## src/rtl/canonical_prefix_compare_defines.svh

```systemverilog
// ---------------------------------------------------------------------------
// canonical_prefix_compare_defines.svh
// Assertion macros shared by the canonical prefix compare block.
// ---------------------------------------------------------------------------
`ifndef CANONICAL_PREFIX_COMPARE_DEFINES_SVH
`define CANONICAL_PREFIX_COMPARE_DEFINES_SVH

// Same-cycle implication, checked on every rising clock edge out of reset.
`define CPC_ASSERT_IMPL(label, ante, cons) \
    label: assert property (@(posedge aclk) disable iff (!aresetn) (ante) |-> (cons)) \
        else $error("canonical_prefix_compare: same-cycle check failed");

// Next-cycle implication, checked on every rising clock edge out of reset.
`define CPC_ASSERT_NEXT(label, ante, cons) \
    label: assert property (@(posedge aclk) disable iff (!aresetn) (ante) |=> (cons)) \
        else $error("canonical_prefix_compare: next-cycle check failed");

`endif

```

## src/rtl/cpc_pkg.sv

```systemverilog
// ---------------------------------------------------------------------------
// cpc_pkg
// Types, constants and the Latin-1 fold table of the prefix compare block.
// ---------------------------------------------------------------------------
package cpc_pkg;

    // Field widths.
    localparam int RUNE_W      = 21;
    localparam int CODE_W      = 3;
    localparam int CFG_IDX_W   = 2;
    localparam int IN_TDATA_W  = 24;
    localparam int OUT_TDATA_W = 8;

    // Default key storage depth.
    localparam int KEY_LEN_DEFAULT = 64;

    // Reset value of the separator register (horizontal tab).
    localparam logic [RUNE_W-1:0] SEP_RESET = 21'h000009;

    // Configuration register indexes.
    localparam logic [CFG_IDX_W-1:0] CFG_FOLD_CASE  = 2'd0;
    localparam logic [CFG_IDX_W-1:0] CFG_DICT_ORDER = 2'd1;
    localparam logic [CFG_IDX_W-1:0] CFG_SEPARATOR  = 2'd2;

    // Input commands.
    localparam logic CMD_KEY   = 1'b0;
    localparam logic CMD_ENTRY = 1'b1;

    // Compare codes; UNDECIDED is internal only.
    localparam logic [CODE_W-1:0] CODE_KEY_BEFORE   = 3'd0;
    localparam logic [CODE_W-1:0] CODE_KEY_PREFIX   = 3'd1;
    localparam logic [CODE_W-1:0] CODE_EQUAL        = 3'd2;
    localparam logic [CODE_W-1:0] CODE_ENTRY_PREFIX = 3'd3;
    localparam logic [CODE_W-1:0] CODE_ENTRY_BEFORE = 3'd4;
    localparam logic [CODE_W-1:0] CODE_UNDECIDED    = 3'd7;

    // Latin-1 range that folds to plain ASCII.
    localparam logic [RUNE_W-1:0] LATIN_LO = 21'h0000C0;
    localparam logic [RUNE_W-1:0] LATIN_HI = 21'h0000FF;

    // Fold table for 0xC0..0xFF; zero means the rune is kept as it is.
    localparam logic [7:0] FOLD_TABLE [64] = '{
        "a", "a", "a", "a", "a", "a", "a", "c",
        "e", "e", "e", "e", "i", "i", "i", "i",
        "d", "n", "o", "o", "o", "o", "o", 8'h00,
        "o", "u", "u", "u", "u", "y", 8'h00, 8'h00,
        "a", "a", "a", "a", "a", "a", "a", "c",
        "e", "e", "e", "e", "i", "i", "i", "i",
        "d", "n", "o", "o", "o", "o", "o", 8'h00,
        "o", "u", "u", "u", "u", "y", 8'h00, "y"
    };

    // Configuration seen by the canonicalizer.
    typedef struct packed {
        logic              fold_case;
        logic              dict_order;
        logic [RUNE_W-1:0] separator;
    } cfg_t;

    // What canonicalization makes of one rune.
    typedef enum logic [1:0] {
        CANON_KEEP,
        CANON_DROP,
        CANON_END
    } canon_kind_t;

    typedef struct packed {
        canon_kind_t       kind;
        logic [RUNE_W-1:0] rune;
    } canon_t;

endpackage

```

## src/rtl/canonical_prefix_compare.sv

```systemverilog
// ---------------------------------------------------------------------------
// canonical_prefix_compare
// Stores a canonical search key and compares dictionary entries against it.
// ---------------------------------------------------------------------------
// Usage:
//   The s_ channel carries one rune per beat: s_tuser selects key (0) or
//   dictionary entry (1), s_tlast marks the final rune of a word. Key runes
//   are canonicalized and stored; entry runes are compared against the key.
//   The last rune of an entry yields one beat on the m_ channel with the
//   compare code in m_tdata and the key-truncated flag in m_tuser. All other
//   beats yield nothing. The cfg_ channel writes fold_case (0),
//   dictionary_order (1) and separator_rune (2); it is always ready, and
//   the user must write it only while idle, unchecked by the block itself.
// Timing:
//   One rune per cycle sustained while the receiver takes results. A rune
//   is captured in the input register and its result in the output
//   register. The key RAM read address is the next match position, so the
//   key rune is ready when the entry rune is.
// Reset and stall:
//   Reset empties the key and the entry and restores the register defaults.
//   While m_tready is low with a result waiting, the input stage holds and
//   s_tready falls once the input register is full.
// ---------------------------------------------------------------------------
`include "canonical_prefix_compare_defines.svh"

module canonical_prefix_compare #(
    parameter int KEY_LEN = cpc_pkg::KEY_LEN_DEFAULT
) (
    input  logic                           aclk,
    input  logic                           aresetn,
    // Input beats. tdata: rune_value[20:0]; tuser: command; tlast: is_last.
    input  logic                           s_tvalid,
    output logic                           s_tready,
    input  logic [cpc_pkg::IN_TDATA_W-1:0]  s_tdata,
    input  logic                           s_tuser,
    input  logic                           s_tlast,
    // Result beats. tdata: compare_code[2:0]; tuser: key_truncated.
    output logic                           m_tvalid,
    input  logic                           m_tready,
    output logic [cpc_pkg::OUT_TDATA_W-1:0] m_tdata,
    output logic                           m_tuser,
    // Configuration writes.
    input  logic                           cfg_valid,
    output logic                           cfg_ready,
    input  logic [cpc_pkg::CFG_IDX_W-1:0]   cfg_index,
    input  logic [cpc_pkg::RUNE_W-1:0]      cfg_data
);
    import cpc_pkg::*;

    localparam int AW  = $clog2(KEY_LEN);
    localparam int KLW = $clog2(KEY_LEN + 1);

    // Configuration registers.
    logic              fold_case_reg;
    logic              dict_order_reg;
    logic [RUNE_W-1:0] separator_reg;
    cfg_t              cfg;

    // Input register.
    logic              in_valid_reg;
    logic              in_cmd_reg;
    logic [RUNE_W-1:0] in_rune_reg;
    logic              in_last_reg;

    // Key and entry state.
    logic [KLW-1:0]    key_length_reg, key_length_next;
    logic [KLW-1:0]    match_position_reg, match_position_next;
    logic [CODE_W-1:0] decision_reg, decision_next;
    logic              entry_ended_reg, entry_ended_next;
    logic              key_ended_reg, key_ended_next;
    logic              key_complete_reg, key_complete_next;
    logic              key_overflow_reg, key_overflow_next;

    // Key RAM and write bypass.
    logic              wr_en;
    logic [AW-1:0]     wr_addr;
    logic [RUNE_W-1:0] wr_data;
    logic [AW-1:0]     rd_addr;
    logic [RUNE_W-1:0] rd_data;
    logic              byp_hit_reg;
    logic [RUNE_W-1:0] byp_data_reg;
    logic [RUNE_W-1:0] key_word;

    // Output register.
    logic              out_valid_reg;
    logic [CODE_W-1:0] out_code_reg;
    logic              out_trunc_reg;

    logic              advance;
    logic              res_fire;
    logic [CODE_W-1:0] res_code;
    canon_t            canon;

    // Configuration port.
    assign cfg_ready = 1'b1;
    assign cfg.fold_case  = fold_case_reg;
    assign cfg.dict_order = dict_order_reg;
    assign cfg.separator  = separator_reg;

    always_ff @(posedge aclk) begin
        if (!aresetn) begin
            fold_case_reg  <= 1'b0;
            dict_order_reg <= 1'b0;
            separator_reg  <= SEP_RESET;
        end else if (cfg_valid && cfg_ready) begin
            case (cfg_index)
                CFG_FOLD_CASE:  fold_case_reg  <= cfg_data[0];
                CFG_DICT_ORDER: dict_order_reg <= cfg_data[0];
                CFG_SEPARATOR:  separator_reg  <= cfg_data;
                default: ;
            endcase
        end
    end

    // The stage moves when the output register is free or being drained.
    assign advance  = in_valid_reg && (!out_valid_reg || m_tready);
    assign s_tready = !in_valid_reg || advance;

    always_ff @(posedge aclk) begin
        if (!aresetn) begin
            in_valid_reg <= 1'b0;
        end else if (s_tready) begin
            in_valid_reg <= s_tvalid;
        end
    end

    always_ff @(posedge aclk) begin
        if (s_tvalid && s_tready) begin
            in_cmd_reg  <= s_tuser;
            in_rune_reg <= s_tdata[RUNE_W-1:0];
            in_last_reg <= s_tlast;
        end
    end

    cpc_canon u_canon (
        .rune_in (in_rune_reg),
        .cfg     (cfg),
        .canon   (canon)
    );

    // Key store; the read address always follows the next match position.
    cpc_ram #(
        .WIDTH (RUNE_W),
        .DEPTH (KEY_LEN)
    ) u_key_ram (
        .aclk    (aclk),
        .wr_en   (wr_en),
        .wr_addr (wr_addr),
        .wr_data (wr_data),
        .rd_addr (rd_addr),
        .rd_data (rd_data)
    );

    assign rd_addr  = match_position_next[AW-1:0];
    assign key_word = byp_hit_reg ? byp_data_reg : rd_data;

    // A key rune written in the cycle its address is read is forwarded.
    always_ff @(posedge aclk) begin
        if (!aresetn) begin
            byp_hit_reg <= 1'b0;
        end else begin
            byp_hit_reg <= wr_en && (wr_addr == rd_addr);
        end
        byp_data_reg <= wr_data;
    end

    // Key capture and entry compare for the rune in the input register.
    always_comb begin
        key_length_next     = key_length_reg;
        match_position_next = match_position_reg;
        decision_next       = decision_reg;
        entry_ended_next    = entry_ended_reg;
        key_ended_next      = key_ended_reg;
        key_complete_next   = key_complete_reg;
        key_overflow_next   = key_overflow_reg;
        wr_en               = 1'b0;
        wr_addr             = key_length_reg[AW-1:0];
        wr_data             = canon.rune;
        res_fire            = 1'b0;
        res_code            = decision_reg;
        if (advance) begin
            if (in_cmd_reg == CMD_KEY) begin
                // A rune after a finished key starts a new one.
                if (key_complete_reg) begin
                    key_length_next   = '0;
                    key_ended_next    = 1'b0;
                    key_overflow_next = 1'b0;
                end
                // Any key rune abandons the entry in progress.
                match_position_next = '0;
                decision_next       = CODE_UNDECIDED;
                entry_ended_next    = 1'b0;
                if (!key_ended_next) begin
                    if (canon.kind == CANON_END) begin
                        key_ended_next = 1'b1;
                    end else if (canon.kind == CANON_KEEP) begin
                        if (key_length_next < KLW'(KEY_LEN)) begin
                            wr_en           = 1'b1;
                            wr_addr         = key_length_next[AW-1:0];
                            key_length_next = key_length_next + KLW'(1);
                        end else begin
                            key_overflow_next = 1'b1;
                        end
                    end
                end
                key_complete_next = in_last_reg;
            end else begin
                if (!entry_ended_reg) begin
                    if (canon.kind == CANON_END) begin
                        entry_ended_next = 1'b1;
                    end else if ((canon.kind == CANON_KEEP) &&
                                 (decision_reg == CODE_UNDECIDED)) begin
                        if (match_position_reg < key_length_reg) begin
                            if (key_word == canon.rune) begin
                                match_position_next = match_position_reg + KLW'(1);
                            end else if (key_word < canon.rune) begin
                                decision_next = CODE_KEY_BEFORE;
                            end else begin
                                decision_next = CODE_ENTRY_BEFORE;
                            end
                        end else begin
                            decision_next = CODE_KEY_PREFIX;
                        end
                    end
                end
                // The last entry rune settles the code and clears the entry.
                if (in_last_reg) begin
                    res_fire = 1'b1;
                    if (decision_next == CODE_UNDECIDED) begin
                        res_code = (match_position_next >= key_length_reg) ?
                                   CODE_EQUAL : CODE_ENTRY_PREFIX;
                    end else begin
                        res_code = decision_next;
                    end
                    match_position_next = '0;
                    decision_next       = CODE_UNDECIDED;
                    entry_ended_next    = 1'b0;
                end
            end
        end
    end

    always_ff @(posedge aclk) begin
        if (!aresetn) begin
            key_length_reg     <= '0;
            match_position_reg <= '0;
            decision_reg       <= CODE_UNDECIDED;
            entry_ended_reg    <= 1'b0;
            key_ended_reg      <= 1'b0;
            key_complete_reg   <= 1'b1;
            key_overflow_reg   <= 1'b0;
        end else begin
            key_length_reg     <= key_length_next;
            match_position_reg <= match_position_next;
            decision_reg       <= decision_next;
            entry_ended_reg    <= entry_ended_next;
            key_ended_reg      <= key_ended_next;
            key_complete_reg   <= key_complete_next;
            key_overflow_reg   <= key_overflow_next;
        end
    end

    // Output register holds a result until the receiver takes the beat.
    always_ff @(posedge aclk) begin
        if (!aresetn) begin
            out_valid_reg <= 1'b0;
        end else if (res_fire) begin
            out_valid_reg <= 1'b1;
        end else if (m_tready) begin
            out_valid_reg <= 1'b0;
        end
    end

    always_ff @(posedge aclk) begin
        if (res_fire) begin
            out_code_reg  <= res_code;
            out_trunc_reg <= key_overflow_reg;
        end
    end

    assign m_tvalid = out_valid_reg;
    assign m_tdata  = {{(OUT_TDATA_W-CODE_W){1'b0}}, out_code_reg};
    assign m_tuser  = out_trunc_reg;

    // Consistency of the key and entry state.
    `CPC_ASSERT_IMPL(a_key_len_bound, 1'b1, key_length_reg <= KLW'(KEY_LEN))
    `CPC_ASSERT_IMPL(a_match_in_key, 1'b1, match_position_reg <= key_length_reg)
    `CPC_ASSERT_IMPL(a_overflow_full, key_overflow_reg, key_length_reg == KLW'(KEY_LEN))
    `CPC_ASSERT_NEXT(a_result_shown, res_fire, m_tvalid)

endmodule

```

## src/rtl/cpc_ram.sv

```systemverilog
// ---------------------------------------------------------------------------
// cpc_ram
// Generic single-write, single-read RAM with registered, read-first output.
// ---------------------------------------------------------------------------
module cpc_ram #(
    parameter int WIDTH = 8,
    parameter int DEPTH = 64
) (
    input  logic                     aclk,
    input  logic                     wr_en,
    input  logic [$clog2(DEPTH)-1:0] wr_addr,
    input  logic [WIDTH-1:0]         wr_data,
    input  logic [$clog2(DEPTH)-1:0] rd_addr,
    output logic [WIDTH-1:0]         rd_data
);

    logic [WIDTH-1:0] mem [DEPTH];

    // A read at the written address returns the old contents.
    always_ff @(posedge aclk) begin
        if (wr_en) begin
            mem[wr_addr] <= wr_data;
        end
        rd_data <= mem[rd_addr];
    end

endmodule

```

## src/rtl/cpc_canon.sv

```systemverilog
// ---------------------------------------------------------------------------
// cpc_canon
// Canonicalizes one rune: word end, Latin-1 fold, dictionary filter, case fold.
// ---------------------------------------------------------------------------
module cpc_canon (
    input  logic [cpc_pkg::RUNE_W-1:0] rune_in,
    input  cpc_pkg::cfg_t              cfg,
    output cpc_pkg::canon_t            canon
);
    import cpc_pkg::*;

    logic [RUNE_W-1:0] folded;
    logic [7:0]        table_char;
    logic              keep;

    // Latin-1 lookup; the table index is the low six bits of the rune.
    assign table_char = FOLD_TABLE[rune_in[5:0]];

    always_comb begin
        folded = rune_in;
        if ((rune_in >= LATIN_LO) && (rune_in <= LATIN_HI) && (table_char != 8'h00)) begin
            folded = {{(RUNE_W-8){1'b0}}, table_char};
        end
    end

    // Letters, digits, space and tab survive dictionary mode.
    assign keep = folded inside {[21'h000061:21'h00007A], [21'h000041:21'h00005A],
                                 [21'h000030:21'h000039], 21'h000020, 21'h000009};

    always_comb begin
        canon.kind = CANON_KEEP;
        canon.rune = folded;
        if ((rune_in == '0) || (rune_in == cfg.separator)) begin
            canon.kind = CANON_END;
        end else if (cfg.dict_order && !keep) begin
            canon.kind = CANON_DROP;
        end else if (cfg.fold_case && (folded inside {[21'h000041:21'h00005A]})) begin
            canon.rune = folded + 21'h000020;
        end
    end

endmodule

```

## config.mk

```make
export PLATFORM = sky130hd
export DESIGN_NAME = canonical_prefix_compare
export DESIGN_NICKNAME = d
export VERILOG_FILES = /design/src/rtl/cpc_pkg.sv /design/src/rtl/canonical_prefix_compare.sv /design/src/rtl/cpc_ram.sv /design/src/rtl/cpc_canon.sv
export VERILOG_INCLUDE_DIRS = /design/src /design/src/rtl
export SDC_FILE = /design/constraint.sdc
export NUM_CORES = 1
export LEC_CHECK = 0
export BUFFER_PORTS_ARGS = -buffer_cell sky130_fd_sc_hd__buf_2
export CAP_MARGIN = 20
export CORE_ASPECT_RATIO = 0.7
export CORE_MARGIN = 5
export CORE_UTILIZATION = 61
export CTS_CLUSTER_SIZE = 10
export DETAILED_ROUTE_END_ITERATION = 8
export GPL_TIMING_DRIVEN = 0
export HOLD_SLACK_MARGIN = 0.15
export PLACE_DENSITY_LB_ADDON = 0.12
export SYNTH_ARGS = -nofsm -noshare
export SYNTH_HDL_FRONTEND = slang
export SYNTH_SLANG_ARGS = --single-unit
```

## constraint.sdc

```tcl
create_clock -name aclk -period 12.3 [get_ports aclk]
set_clock_uncertainty 0.15 [all_clocks]
set_input_delay 2.46 -clock aclk [delete_from_list [all_inputs] [get_ports aclk]]
set_output_delay 2.46 -clock aclk [all_outputs]
set_load 0.02 [all_outputs]
```

==> run_results.csv <==
group,metric,value,unit
run_status,status,"complete, no violations",
placed_design,placed_area,62800,sq um
critical_path,cpPeakStageDelay,0.95,ns
hold_path,worstHoldPathType,"reg -> reg",
sta,fin_crit,11.06,ns
global_routing,antenna_found_initial,4,
global_routing,first_global_vias,35904,
route,postRouteAntennaNets,0,
route,viasPerCell,6.65,
route,drc,0,
critical_path,r2r_slack,1.24,ns
final_layout,area_growth,14.7,%
clock_tree,clock-sinks,1460,
job,maxCapViolations,0,
synth,ys_ff_latch,1460,
route,wl_per_cell,30.3,um
final_layout,regMostFlops,"u_key_ram.mem",
global_routing,grt_usage,33.8,%
synth,synth_cell_types,79,
synth,netlist_area,58700,sq um
global_routing,grt_max_degree,68,
final_layout,fill_cells,6305,
route,num_vias,38619,
clock_tree,cts_resized,0,
placed_design,portBuffers,55,
synth,ys_warn_count,0,
critical_path,path_class,"reg -> reg",
clock_tree,cts.clk_slew.worst_paths,0.06,ns
sta,tightestPinTransition,1.22,ns
synth,ys.flop_type,"edfxtp_1",
route,wirelength,176000,um
synth,synthCells,4131,
clock_tree,root_buffer,"clkbuf_16",
route,first_pass_iters,6,
critical_path,cp-end-kind,"register",
placed_design,post-dp-hpwl,120000,um
sta,rsz0062_at_grt,"no",
clock_tree,cts_inserted_buffers,164,
sta,setup_viol_count_final,0,
floorplanning,die_h,270,um
sta,finalMaxSlewViolations,0,
critical_path,worst-r2r-cell-count,27,
critical_path,required,12.79,ns
critical_path,cp-start-kind,"register",
critical_path,r2r-start,"in_rune_reg[5]",
global_routing,gr-total-overflow,0,
floorplanning,fp.dieArea,103000,sq um
critical_path,cpMaxStageDelayCell,"nor2_1",
synth,synth_edf_count,1371,
sta,max_freq,90.4,MHz
sta,worst_slack,1.24,ns
floorplanning,rows,95,
critical_path,crit_fanout,67,
floorplanning,die_w,381,um
final_layout,final_util,70.4,%
clock_tree,h-tree-depth,4,
critical_path,crit_end,"u_key_ram.rd_data[19]",
sta,tns,0,ns
sta,period_share,89.9,%
pwr,leakage,22.8,nW
clock_tree,tritoncts,"yes",
clock_tree,ctsHoldBuffers,0,
final_layout,largest_reg_flops,1344,
critical_path,r2r_end,"u_key_ram.rd_data[19]",
clock_tree,max-clock-path-buffers,3,
route,drtIter0Drc,5934,
clock_tree,insertion_delay,0.77,ns
sta,slew-limit-headroom,18.0,%
final_layout,final_layout_size_suffix_gt1_share,13.4,%
synth,synth.avg_cell_area,14.2,sq um
final_layout,num-nets-final,4588,
placed_design,pre_cts_ws,1.78,ns
pwr,p_per_area,149,nW/um^2
pwr,power,10.0,mW
floorplanning,io-pin-count,66,
pwr,ir_drop,0.000162,V
floorplanning,core,95700,sq um
sta,hold_viol,0,
final_layout,post-route-cell-area,67300,sq um
critical_path,crit_start,"in_rune_reg[5]",
floorplanning,start_util,61.4,%
critical_path,crit_top_cell,"nand3_1",
synth,async_reset_ff_share,0,%
synth,yosysSeqAreaShare,73.2,%
placed_design,gp_routability_congestion,0.964,
critical_path,cp.arrival,11.55,ns
clock_tree,cts_setup_buffers,0,
global_routing,grt_pass1_wl,251000,um
==> layout make-up <==
| type | count | area [sq um] | area share, % |
|---|---|---|---|
| Sequential cell | 1460 | 43000 | 63.8 |
| Multi-Input combinational cell | 2339 | 14600 | 21.6 |
| Clock buffer | 204 | 4370 | 6.49 |
| Timing Repair Buffer | 194 | 2220 | 3.30 |
| Tap cell | 1261 | 1580 | 2.34 |
| Buffer | 291 | 1310 | 1.95 |
| Inverter | 45 | 174 | 0.258 |
| Clock inverter | 11 | 151 | 0.225 |
| Antenna cell | 2 | 5.00 | 0.00743 |
==> cell families (layout without fill, tap and decap cells) <==
group | after synthesis | count (layout) | share of synthesized area, %
AND/OR/NAND/NOR | 1222 | 1222 | 9.07
AO/OA/AOI/OAI | 823 | 823 | 10.2
adder cells (fa/ha/maj) | 39 | 39 | 0.831
multiplexers | 214 | 214 | 3.74
XOR/XNOR | 35 | 35 | 0.522
flip-flops | 1460 | 1460 | 73.2
other | 2 | 8 | 0.0128
buffers and inverters | 336 | 745 | 2.46
==> cell usage in the layout, fill, tap and decap left out, types with 23 or more instances in the layout <==
cell	instances
a2111oi_0	52
a2111oi_1	27
a211oi_1	88
a21boi_0	23
a21oi_1	150
a221oi_1	24
a31oi_1	128
a32oi_1	40
and3_1	89
buf_1	28
buf_16	24
buf_2	161
buf_8	50
clkbuf_1	201
clkbuf_16	168
dfxtp_1	89
edfxtp_1	1371
ha_1	39
inv_1	39
mux2_2	42
mux2i_1	171
nand2_1	802
nand3_1	113
nor2_1	43
nor2_2	66
o211ai_1	43
o21ai_0	28
o2bb2ai_1	125
==> power breakdown <==
part / switching [mW] / internal, mW / leakage [nW] / total (mW)
Combinational: 0.161 / 0.0585 / 7.56 / 0.220
Clock: 1.84 / 2.48 / 2.20 / 4.32
Sequential: 0.0130 / 5.45 / 13.1 / 5.47
Total: 2.01 / 7.99 / 22.8 / 10.0
==> synth_stat cells (9+ instances only) <==
cell type  count  share of area, %
nand4_1       12              0.13
a21oi_1      150               1.3
ha_1          39              0.83
a221oi_1      24              0.36
and3_1        89              0.95
o2111ai_1     22              0.33
inv_1         45              0.29
a2111oi_1      9              0.15
nor2b_1       12              0.13
a2111oi_0     74               1.1
nand3_1      113              0.96
buf_2         77              0.66
mux2i_1      172               2.9
o211ai_1      43              0.55
nand2_1      802               5.1
buf_4         11              0.14
a21boi_0      23              0.29
a211oi_1      88               1.1
nor3_1        15              0.13
buf_1         16              0.10
o21ai_1       11             0.094
xnor2_1       13              0.19
o21ai_0       28              0.24
o2bb2ai_1    125               1.9
a32oi_1       40              0.60
mux2_2        42              0.81
and2_1        14              0.15
edfxtp_1    1371                70
dfxtp_1       89               3.0
clkbuf_1     181               1.2
xor2_1        22              0.33
nor2_1       108              0.69
a31oi_1      128               1.4
a21o_1        16              0.20
==> stage by stage <==
step / hold slack [ns] / std cells
floorplan: 0.259 / 4135
global placement: 0.309 / 5451
detailed placement: 0.313 / 5585
CTS: 0.330 / 5800
global route: 0.335 / 5805
finish: 0.329 / 5807
==> worst min-delay path by stage <==
stage                            end             start  cells after the start  slack, ns
floorplan                    m_tuser  key_overflow_reg                      0       0.26
global placement     entry_ended_reg   entry_ended_reg                      2       0.31
detailed placement           m_tuser  key_overflow_reg                      0       0.31
CTS                 separator_reg[1]  separator_reg[1]                      2       0.33
global route                 m_tuser  key_overflow_reg                      0       0.34
finish              separator_reg[1]  separator_reg[1]                      2       0.33
==> critical path: cells and delay by family, from the launching register on <==
kind                       cells  cell delay, ns
AOI/OAI and AO/OA              7            2.68
adders and majority gates      1            0.31
and+or+nand+nor               11            4.23
muxes                          1            0.76
buffers and inverters          7            2.40
DFF                            1            0.35
==> routing by layer <==
layer / track usage (%) / vias up / share of wire [%]
li1: - / 16511 / -
met1: 51.1 / 19085 / 40
met2: 45.4 / 2709 / 41
met3: 12.8 / 314 / 16
met4: 11.6 / 0 / 3.2
met5: 0 / - / 0
Power figures use the tool's default switching activity.
